[src/rtl/crcrx_pkg.sv]
// shared types, constants and crc function of the crc16 packet receiver
package crcrx_pkg;

  localparam logic [7:0]  FRAME_START    = 8'hEB;
  localparam logic [15:0] CRC_POLY       = 16'h8005;
  localparam logic [15:0] CRC_INIT       = 16'hFFFF;
  localparam logic [7:0]  MAX_LEN_RESET  = 8'hFF;
  localparam int unsigned FRAME_OVERHEAD = 5;

  localparam logic [1:0] OP_BYTE = 2'd0;
  localparam logic [1:0] OP_POLL = 2'd1;
  localparam logic [1:0] OP_READ = 2'd2;
  localparam logic [1:0] OP_RSVD = 2'd3;

  localparam logic [1:0] KIND_DATA = 2'd0;
  localparam logic [1:0] KIND_DUP  = 2'd1;
  localparam logic [1:0] KIND_ACK  = 2'd2;
  localparam logic [1:0] KIND_READ = 2'd3;

  localparam logic [2:0] OFF_ONE  = 3'd0;
  localparam logic [2:0] OFF_TWO  = 3'd1;
  localparam logic [2:0] OFF_LEN3 = 3'd2;
  localparam logic [2:0] OFF_LEN4 = 3'd3;
  localparam logic [2:0] OFF_K3   = 3'd4;
  localparam logic [2:0] OFF_K    = 3'd5;

  localparam logic [1:0] K_KEEP = 2'd0;
  localparam logic [1:0] K_CLR  = 2'd1;
  localparam logic [1:0] K_ONE  = 2'd2;
  localparam logic [1:0] K_INC  = 2'd3;

  localparam logic [1:0] CONS_NONE  = 2'd0;
  localparam logic [1:0] CONS_FRAME = 2'd1;
  localparam logic [1:0] CONS_K     = 2'd2;
  localparam logic [1:0] CONS_FILL  = 2'd3;

  typedef struct packed {
    logic       wr_line;
    logic       line_re;
    logic [2:0] off_sel;
    logic [1:0] k_op;
    logic       cap_len;
    logic       cap_seq;
    logic       cap_chi;
    logic       cap_clo;
    logic       crc_init;
    logic       crc_step;
    logic       del_we;
    logic       del_re;
    logic       seq_upd;
    logic       out_load;
    logic [1:0] out_kind;
    logic [1:0] cons;
  } cmd_t;

  typedef struct packed {
    logic fill_lt5;
    logic len_bad;
    logic len_short;
    logic len_zero;
    logic k_last;
    logic k_end;
    logic byte_start;
    logic crc_ok;
    logic dup;
    logic out_free;
  } sts_t;

  function automatic logic [15:0] crc_byte(input logic [15:0] crc, input logic [7:0] b);
    logic [15:0] c;
    c = crc ^ {b, 8'h00};
    for (int i = 0; i < 8; i++) begin
      c = c[15] ? ((c << 1) ^ CRC_POLY) : (c << 1);
    end
    return c;
  endfunction

endpackage

[src/rtl/crcrx_ctrl.sv]
// controller: sequences buffer reads, crc pass, copy and resync scan
module crcrx_ctrl (
  input  logic            clk_i,
  input  logic            rst_ni,
  input  logic            in_valid_i,
  output logic            in_ready_o,
  input  logic [1:0]      in_op_i,
  input  crcrx_pkg::sts_t sts_i,
  output crcrx_pkg::cmd_t cmd_o
);
  localparam logic [3:0] S_IDLE = 4'd0;
  localparam logic [3:0] S_DEC  = 4'd1;
  localparam logic [3:0] S_LEN  = 4'd2;
  localparam logic [3:0] S_SEQ  = 4'd3;
  localparam logic [3:0] S_CHI  = 4'd4;
  localparam logic [3:0] S_CLO  = 4'd5;
  localparam logic [3:0] S_CRC  = 4'd6;
  localparam logic [3:0] S_CHK  = 4'd7;
  localparam logic [3:0] S_CPY  = 4'd8;
  localparam logic [3:0] S_SCAN = 4'd9;
  localparam logic [3:0] S_SCHK = 4'd10;
  localparam logic [3:0] S_OUT  = 4'd11;

  logic [3:0] state_q, state_d;
  logic [1:0] kind_q, kind_d;

  assign in_ready_o = state_q == S_IDLE;

  always_comb begin
    state_d = state_q;
    kind_d  = kind_q;
    cmd_o   = '0;
    case (state_q)
      S_IDLE: begin
        if (in_valid_i) begin
          case (in_op_i)
            crcrx_pkg::OP_BYTE: begin
              cmd_o.wr_line = 1'b1;
              state_d       = S_DEC;
            end
            crcrx_pkg::OP_POLL: state_d = S_DEC;
            crcrx_pkg::OP_READ: begin
              cmd_o.del_re = 1'b1;
              kind_d       = crcrx_pkg::KIND_READ;
              state_d      = S_OUT;
            end
            default: state_d = S_IDLE;
          endcase
        end
      end
      S_DEC: begin
        if (sts_i.fill_lt5) begin
          state_d = S_IDLE;
        end else begin
          cmd_o.line_re = 1'b1;
          cmd_o.off_sel = crcrx_pkg::OFF_ONE;
          state_d       = S_LEN;
        end
      end
      S_LEN: begin
        cmd_o.cap_len = 1'b1;
        if (sts_i.len_bad) begin
          cmd_o.k_op = crcrx_pkg::K_ONE;
          state_d    = S_SCAN;
        end else if (sts_i.len_short) begin
          state_d = S_IDLE;
        end else begin
          cmd_o.line_re = 1'b1;
          cmd_o.off_sel = crcrx_pkg::OFF_TWO;
          state_d       = S_SEQ;
        end
      end
      S_SEQ: begin
        cmd_o.cap_seq = 1'b1;
        cmd_o.line_re = 1'b1;
        cmd_o.off_sel = crcrx_pkg::OFF_LEN3;
        state_d       = S_CHI;
      end
      S_CHI: begin
        cmd_o.cap_chi = 1'b1;
        cmd_o.line_re = 1'b1;
        cmd_o.off_sel = crcrx_pkg::OFF_LEN4;
        state_d       = S_CLO;
      end
      S_CLO: begin
        cmd_o.cap_clo = 1'b1;
        if (sts_i.len_zero) begin
          kind_d  = crcrx_pkg::KIND_ACK;
          state_d = S_OUT;
        end else begin
          cmd_o.crc_init = 1'b1;
          cmd_o.k_op     = crcrx_pkg::K_CLR;
          cmd_o.line_re  = 1'b1;
          cmd_o.off_sel  = crcrx_pkg::OFF_K3;
          state_d        = S_CRC;
        end
      end
      S_CRC: begin
        cmd_o.crc_step = 1'b1;
        if (sts_i.k_last) begin
          state_d = S_CHK;
        end else begin
          cmd_o.k_op    = crcrx_pkg::K_INC;
          cmd_o.line_re = 1'b1;
          cmd_o.off_sel = crcrx_pkg::OFF_K3;
        end
      end
      S_CHK: begin
        if (!sts_i.crc_ok) begin
          cmd_o.k_op = crcrx_pkg::K_ONE;
          state_d    = S_SCAN;
        end else if (sts_i.dup) begin
          kind_d  = crcrx_pkg::KIND_DUP;
          state_d = S_OUT;
        end else begin
          cmd_o.k_op    = crcrx_pkg::K_CLR;
          cmd_o.line_re = 1'b1;
          cmd_o.off_sel = crcrx_pkg::OFF_K3;
          state_d       = S_CPY;
        end
      end
      S_CPY: begin
        cmd_o.del_we = 1'b1;
        if (sts_i.k_last) begin
          cmd_o.seq_upd = 1'b1;
          kind_d        = crcrx_pkg::KIND_DATA;
          state_d       = S_OUT;
        end else begin
          cmd_o.k_op    = crcrx_pkg::K_INC;
          cmd_o.line_re = 1'b1;
          cmd_o.off_sel = crcrx_pkg::OFF_K3;
        end
      end
      S_SCAN: begin
        if (sts_i.k_end) begin
          cmd_o.cons = crcrx_pkg::CONS_FILL;
          state_d    = S_IDLE;
        end else begin
          cmd_o.line_re = 1'b1;
          cmd_o.off_sel = crcrx_pkg::OFF_K;
          state_d       = S_SCHK;
        end
      end
      S_SCHK: begin
        if (sts_i.byte_start) begin
          cmd_o.cons = crcrx_pkg::CONS_K;
          state_d    = S_IDLE;
        end else begin
          cmd_o.k_op = crcrx_pkg::K_INC;
          state_d    = S_SCAN;
        end
      end
      S_OUT: begin
        if (sts_i.out_free) begin
          cmd_o.out_load = 1'b1;
          cmd_o.out_kind = kind_q;
          cmd_o.cons     = (kind_q == crcrx_pkg::KIND_READ) ? crcrx_pkg::CONS_NONE
                                                             : crcrx_pkg::CONS_FRAME;
          state_d        = S_IDLE;
        end
      end
      default: state_d = S_IDLE;
    endcase
  end

  always_ff @(posedge clk_i or negedge rst_ni) begin
    if (!rst_ni) begin
      state_q <= S_IDLE;
      kind_q  <= crcrx_pkg::KIND_DATA;
    end else begin
      state_q <= state_d;
      kind_q  <= kind_d;
    end
  end
endmodule

[config.mk]
export PLATFORM = sky130hd
export DESIGN_NAME = crcrx_ctrl
export DESIGN_NICKNAME = d
export VERILOG_FILES = /design/src/rtl/crcrx_pkg.sv /design/src/rtl/crcrx_ctrl.sv
export SDC_FILE = /design/constraint.sdc
export NUM_CORES = 1
export LEC_CHECK = 0
export BUFFER_PORTS_ARGS = -buffer_cell sky130_fd_sc_hd__buf_4
export CORE_UTILIZATION = 43
export CTS_BUF_LIST = sky130_fd_sc_hd__clkbuf_4 sky130_fd_sc_hd__clkbuf_8
export DETAILED_ROUTE_END_ITERATION = 12
export HOLD_SLACK_MARGIN = 0.1
export PLACE_DENSITY = 0.82
export SYNTH_ARGS = -nofsm -noshare
export SYNTH_HDL_FRONTEND = slang
export SYNTH_SLANG_ARGS = --single-unit
[constraint.sdc]
create_clock -name clk_i -period 1.83 [get_ports clk_i]
set_input_delay 0.0915 -clock clk_i [delete_from_list [all_inputs] [get_ports clk_i]]
set_output_delay 0.0915 -clock clk_i [all_outputs]
set_load 0.02 [all_outputs]
# Word level (Yosys, flattened, before mapping)
# Index checks and enable logic that the tools add are counted.
classes:
  n_eq_ne: 22
  reduce_logical: 7
  mux: 55
ops:
  columns: ["op", "count"]
  rows:
  - ["$mux 4", 14]
  - ["$pmux 4 s12", 1]
  - ["$pmux 4 s8", 1]
  - ["$mux 2", 15]
  - ["$mux 6", 3]
  - ["$eq 4x3->1 const B", 4]
  - ["$eq 4x4->1 const B", 4]
  - ["$mux 1", 15]
  - ["$ne 2x2->1 const B", 7]
  - ["$pmux 2 s5", 1]
  - ["$eq 4x2->1 const B", 2]
  - ["$pmux 2 s4", 1]
  - ["$pmux 4 s2", 1]
  - ["$reduce_and 7->1", 1]
  - ["$pmux 2 s3", 1]
  - ["$mux 5", 1]
  - ["$eq 2x2->1 const B", 2]
  - ["$eq 4x1->1 const B", 1]
  - ["$logic_not 4->1", 1]
  - ["$reduce_and 4->1", 1]
  - ["$reduce_bool 4->1", 1]
  - ["$reduce_or 2->1", 2]
  - ["$mux 3", 1]
  - ["$eq 2x1->1 const B", 1]
  - ["2 further kinds", 2]
totals:
  wordCells: 86
  out_inout_bits: 22
  reg_bits: 6

# Depth between registers and ports, before layout
logic_depth:
  ltp_word: 5
  mapped_depth: 7
  ltp_nobuf: 5

# Least setup slack after synthesis
# OpenSTA, ideal clock, no wires.
synth_path:
  path_kind: "register to register"
  start: "reg state_q[0]"
  end: "reg kind_q[0]"
  path_stages_with_launch: 7
  setup_time_ns: 0.128
  path_buffers: 1
  path_slack_ns: -0.265
  t_required_ns: 1.702
  arrival_time_ns: 1.968
  cell_sequence: "dfrtp_1 buf_6 or4_4 nor3_4 nor3_1 nor3b_2 mux2_1"
synth_via:
  elab_chain_len: 3
  word_cells_on_any_way: 13
synth_lines:
  columns: ["element", "line", "source"]
  rows:
  - ["start, declared", "crcrx_ctrl.sv:24", "logic [3:0] state_q, state_d;"]
  - ["start signal, assigned", "crcrx_ctrl.sv:171", "state_q <= state_d;"]
  - ["$eq 4x3->1 (tied with other cells)", "crcrx_ctrl.sv:33", "case (state_q)"]
  - ["$ne 2x2->1 (no line) (tied with other cells)", null, null]
  - ["$reduce_and 7->1 (no line)", null, null]
  - ["end signal, assigned", "crcrx_ctrl.sv:169", "kind_q <= crcrx_pkg::KIND_DATA;"]
  - ["end signal, assigned", "crcrx_ctrl.sv:172", "kind_q <= kind_d;"]
  - ["end, declared", "crcrx_ctrl.sv:25", "logic [1:0] kind_q, kind_d;"]
# Several ways; a longest one is shown, not always the timed one.
# A chain may end at the register's enable or synchronous reset.

==> impl_metrics.json <==
{
  "maxCapViolations": 0,
  "power_density_mw_per_mm2": 1803,
  "clkLatencyLatePin_ps": 270,
  "dp_hpwl_um": 2321,
  "ys_warn_count": 0,
  "worstPathCellList": "buf_4 > nand2b_1 > nor3_1 > or3_4 > or3b_4 > buf_6",
  "worst_ep_arrival_time_ps": 2070,
  "p_switching_mw": 1.376,
  "min_period_over_period_pct": 118.0,
  "yosysSeqAreaShare_pct": 18.66,
  "critPathSlowestCell": "dfrtp_2",
  "slew_headroom_pct": 66.41,
  "clock-root-buffer": "clkbuf_4",
  "fmax_ghz": 0.4632,
  "wirelength_um": 4112,
  "syn_area_um2": 804.5,
  "placed_cell_area_mm2": 0.001280,
  "seq_area_um2": 153.9,
  "overflow": 0,
  "synth_edf_count": 0,
  "wl_per_cell_um": 19.86,
  "diodes": 0,
  "start_util_pct": 46.09,
  "gp_congestion": 0.9111,
  "setup_slack_ps": -329.1,
  "finalSetupViolations": 15,
  "crit_required_ps": 1740,
  "cts_buffer_depth": 2,
  "pwr-share-clk_pct": 4.9,
  "via_per_inst": 6.324,
  "synth-seq-cells": 6,
  "std_cell_rows": 15,
  "synth.distinct_cells": 39,
  "power.share.sequential_pct": 10.4,
  "comb_power_share_pct": 84.6,
  "final_area_mm2": 0.001563,
  "grt_max_degree": 12,
  "fill_cells": 82,
  "status": "complete, but fails checks",
  "finalHoldViolations": 0,
  "leakage_nw": 0.7359,
  "vdd_drop_max_uv": 1363,
  "area_delta_synth_final_pct": 94.25,
  "setup.worst_path.end": "cmd_o[19]",
  "die-area_mm2": 0.002048,
  "critPathLaunch": "state_q[3]",
  "drc": 0,
  "syn_avg_cell_area_um2": 6.936,
  "p_sw_share_pct": 48.84,
  "drt_iter0_markers": 72,
  "pin_count": 37,
  "worstRegToRegCells": 6,
  "r2r_slack_ps": -250,
  "cts_made_buffers": 3,
  "crit_path_start_kind": "register",
  "cpPeakStageDelay_ps": 460,
  "final_cells": 207,
  "placeableCoreArea_mm2": 0.001745,
  "grtUsageMet1_pct": 46.19,
  "cts_num_sinks": 6,
  "drtAntennaViolNets": 0,
  "tightest_slew_ps": 497.6,
  "min_path_type": "in2async",
  "cts_tree": "yes",
  "numPortBuffers": 36,
  "r2r-start": "state_q[1]",
  "htreeDepth": 1,
  "dp_slack_ps": -112.8,
  "drive_above_1_share_pct": 57.14,
  "path_max_fanout": 7,
  "finalNetCount": 199,
  "grt_first_pass_wirelength_um": 5547,
  "synth_ff_type": "dfrtp_1",
  "intPower_mw": 1.442,
  "fin_crit_ps": 2159,
  "critPathKind": "reg2out",
  "skew_ps": 1.986,
  "syn-instance-count": 116,
  "rsz0062_at_grt": "true",
  "die_x_um": 45.26,
  "track_usage_pct": 39.02,
  "worst_setup_hold_path_clk_slew_ps": 50,
  "finalMaxSlewViolations": 0,
  "cp-end-kind": "output pin",
  "drt-pass1-iter-count": 5,
  "synthesis.nets": 131,
  "place_inst": 194,
  "chipHeight_um": 45.26,
  "multi_input_area_um2": 740.7,
  "grt_pass1_vias": 1204,
  "gr-usage-met3_pct": 7.600,
  "synth-async-reset-ratio_pct": 100.0,
  "r2r_end": "kind_q[0]",
  "grtUsageMet2_pct": 64.35,
  "antenna_found_initial": 0,
  "setup_tns_ps": -1816,
  "vias": 1309,
  "failed_checks": "negative setup slack",
  "grt_busiest_layer": "met2"
}
## worst max-delay path, delay by kind of cell, from the launching register on
| kind | cells | cell delay, ps |
|---|---|---|
| and+or+nand+nor | 4 | 1030 |
| DFF | 1 | 460 |
| buffers and inverters | 2 | 310 |
## worst min-delay path by stage
stage | cells past startpoint | endpoint | slack [ps]
floorplan | 0 | kind_q[0] | -200
global placement | 1 | state_q[0] | -100
detailed placement | 1 | kind_q[1] | -90
CTS | 2 | state_q[1] | 180
global route | 2 | state_q[1] | 190
finish | 2 | state_q[0] | 170
## state kept, by name, indices dropped and copies added (netlist names)
register	flops
kind_q	2
state_q	4
## area by class of cell
class / count / share of cell area [%]
flip-flops and latches: 6 / 9.848
clock buffers: 3 / 1.441
multi-input cells: 97 / 47.40
repair buffers: 72 / 38.35
well taps: 25 / 2.002
inverters: 4 / 0.9608
## kinds of logic after synthesis
group	share of synthesized area, %
DFF	18.66
and+or+nand+nor	42.93
AOI/OAI and AO/OA	28.00
muxes	2.799
buffers and inverters	7.619
## synthesized netlist by cell type (2+ instances only)
| cell | count | area (µm²) |
|---|---|---|
| inv_1 | 4 | 15.01 |
| buf_2 | 4 | 20.02 |
| nor4_1 | 2 | 12.51 |
| nor3_1 | 9 | 45.04 |
| a211oi_1 | 2 | 15.01 |
| clkbuf_1 | 3 | 11.26 |
| a21oi_1 | 12 | 60.06 |
| dfrtp_1 | 6 | 150.1 |
| nand2b_1 | 6 | 37.54 |
| o311ai_0 | 2 | 17.52 |
| mux2_1 | 2 | 22.52 |
| a22o_1 | 2 | 17.52 |
| and2_1 | 5 | 31.28 |
| nand2_1 | 11 | 41.29 |
| nor2_1 | 16 | 60.06 |
| or3b_1 | 2 | 17.52 |
| nor2b_1 | 3 | 18.77 |
| o21bai_1 | 4 | 30.03 |
## cells in the final DEF, fill, tap and decap left out, types with 3 or more instances in the layout
| master | synthesis | final |
|---|---|---|
| nor3_4 | 1 | 4 |
| dfrtp_1 | 6 | 3 |
| a21oi_1 | 12 | 10 |
| clkbuf_4 | 0 | 3 |
| nor2_1 | 16 | 14 |
| and2_1 | 5 | 4 |
| nand2_1 | 11 | 10 |
| inv_1 | 4 | 4 |
| nor3_1 | 9 | 5 |
| nand2b_4 | 0 | 3 |
| dfrtp_2 | 0 | 3 |
| buf_4 | 0 | 56 |
| nand2b_1 | 6 | 3 |
| buf_6 | 1 | 15 |
## power by group through the flow
stage          clock [mW]  sequential, mW  combinational, mW
2_1_floorplan           0           0.218               1.12
3_3_place_gp            0           0.263               1.77
3_5_place_dp            0           0.270               1.81
4_1_cts             0.133           0.270               2.05
5_1_grt             0.141           0.296               2.50
6_report            0.139           0.294               2.38
## per-stage QoR
step                      power [mW]  hold slack (ps)  utilization [%]
after CTS                      2.453            178.9            83.58
after global placement         2.033           -99.13            73.33
after detailed placement       2.076           -94.74            73.33
after global routing           2.938            192.0            89.53
after floorplan                1.342           -204.1                -
final                          2.818            171.2            89.53
## routing by layer
layer  part of all wire, %  routed length [µm]
met4                   6.8                 278
met1                    38                1548
met3                   9.3                 382
met2                    46                1903
met5                     0                   0
## what timing repair did
item / 4_1_cts / 5_1_grt
setup endpoints to repair: 13 / 17
hold buffers: 1 / 0
gates resized for setup: 22 / 22
setup buffers: 7 / 2
pin swaps: 8 / 4
endpoints found under the hold margin: 6 / 0
No activity file was read; power rests on OpenSTA's default activity.
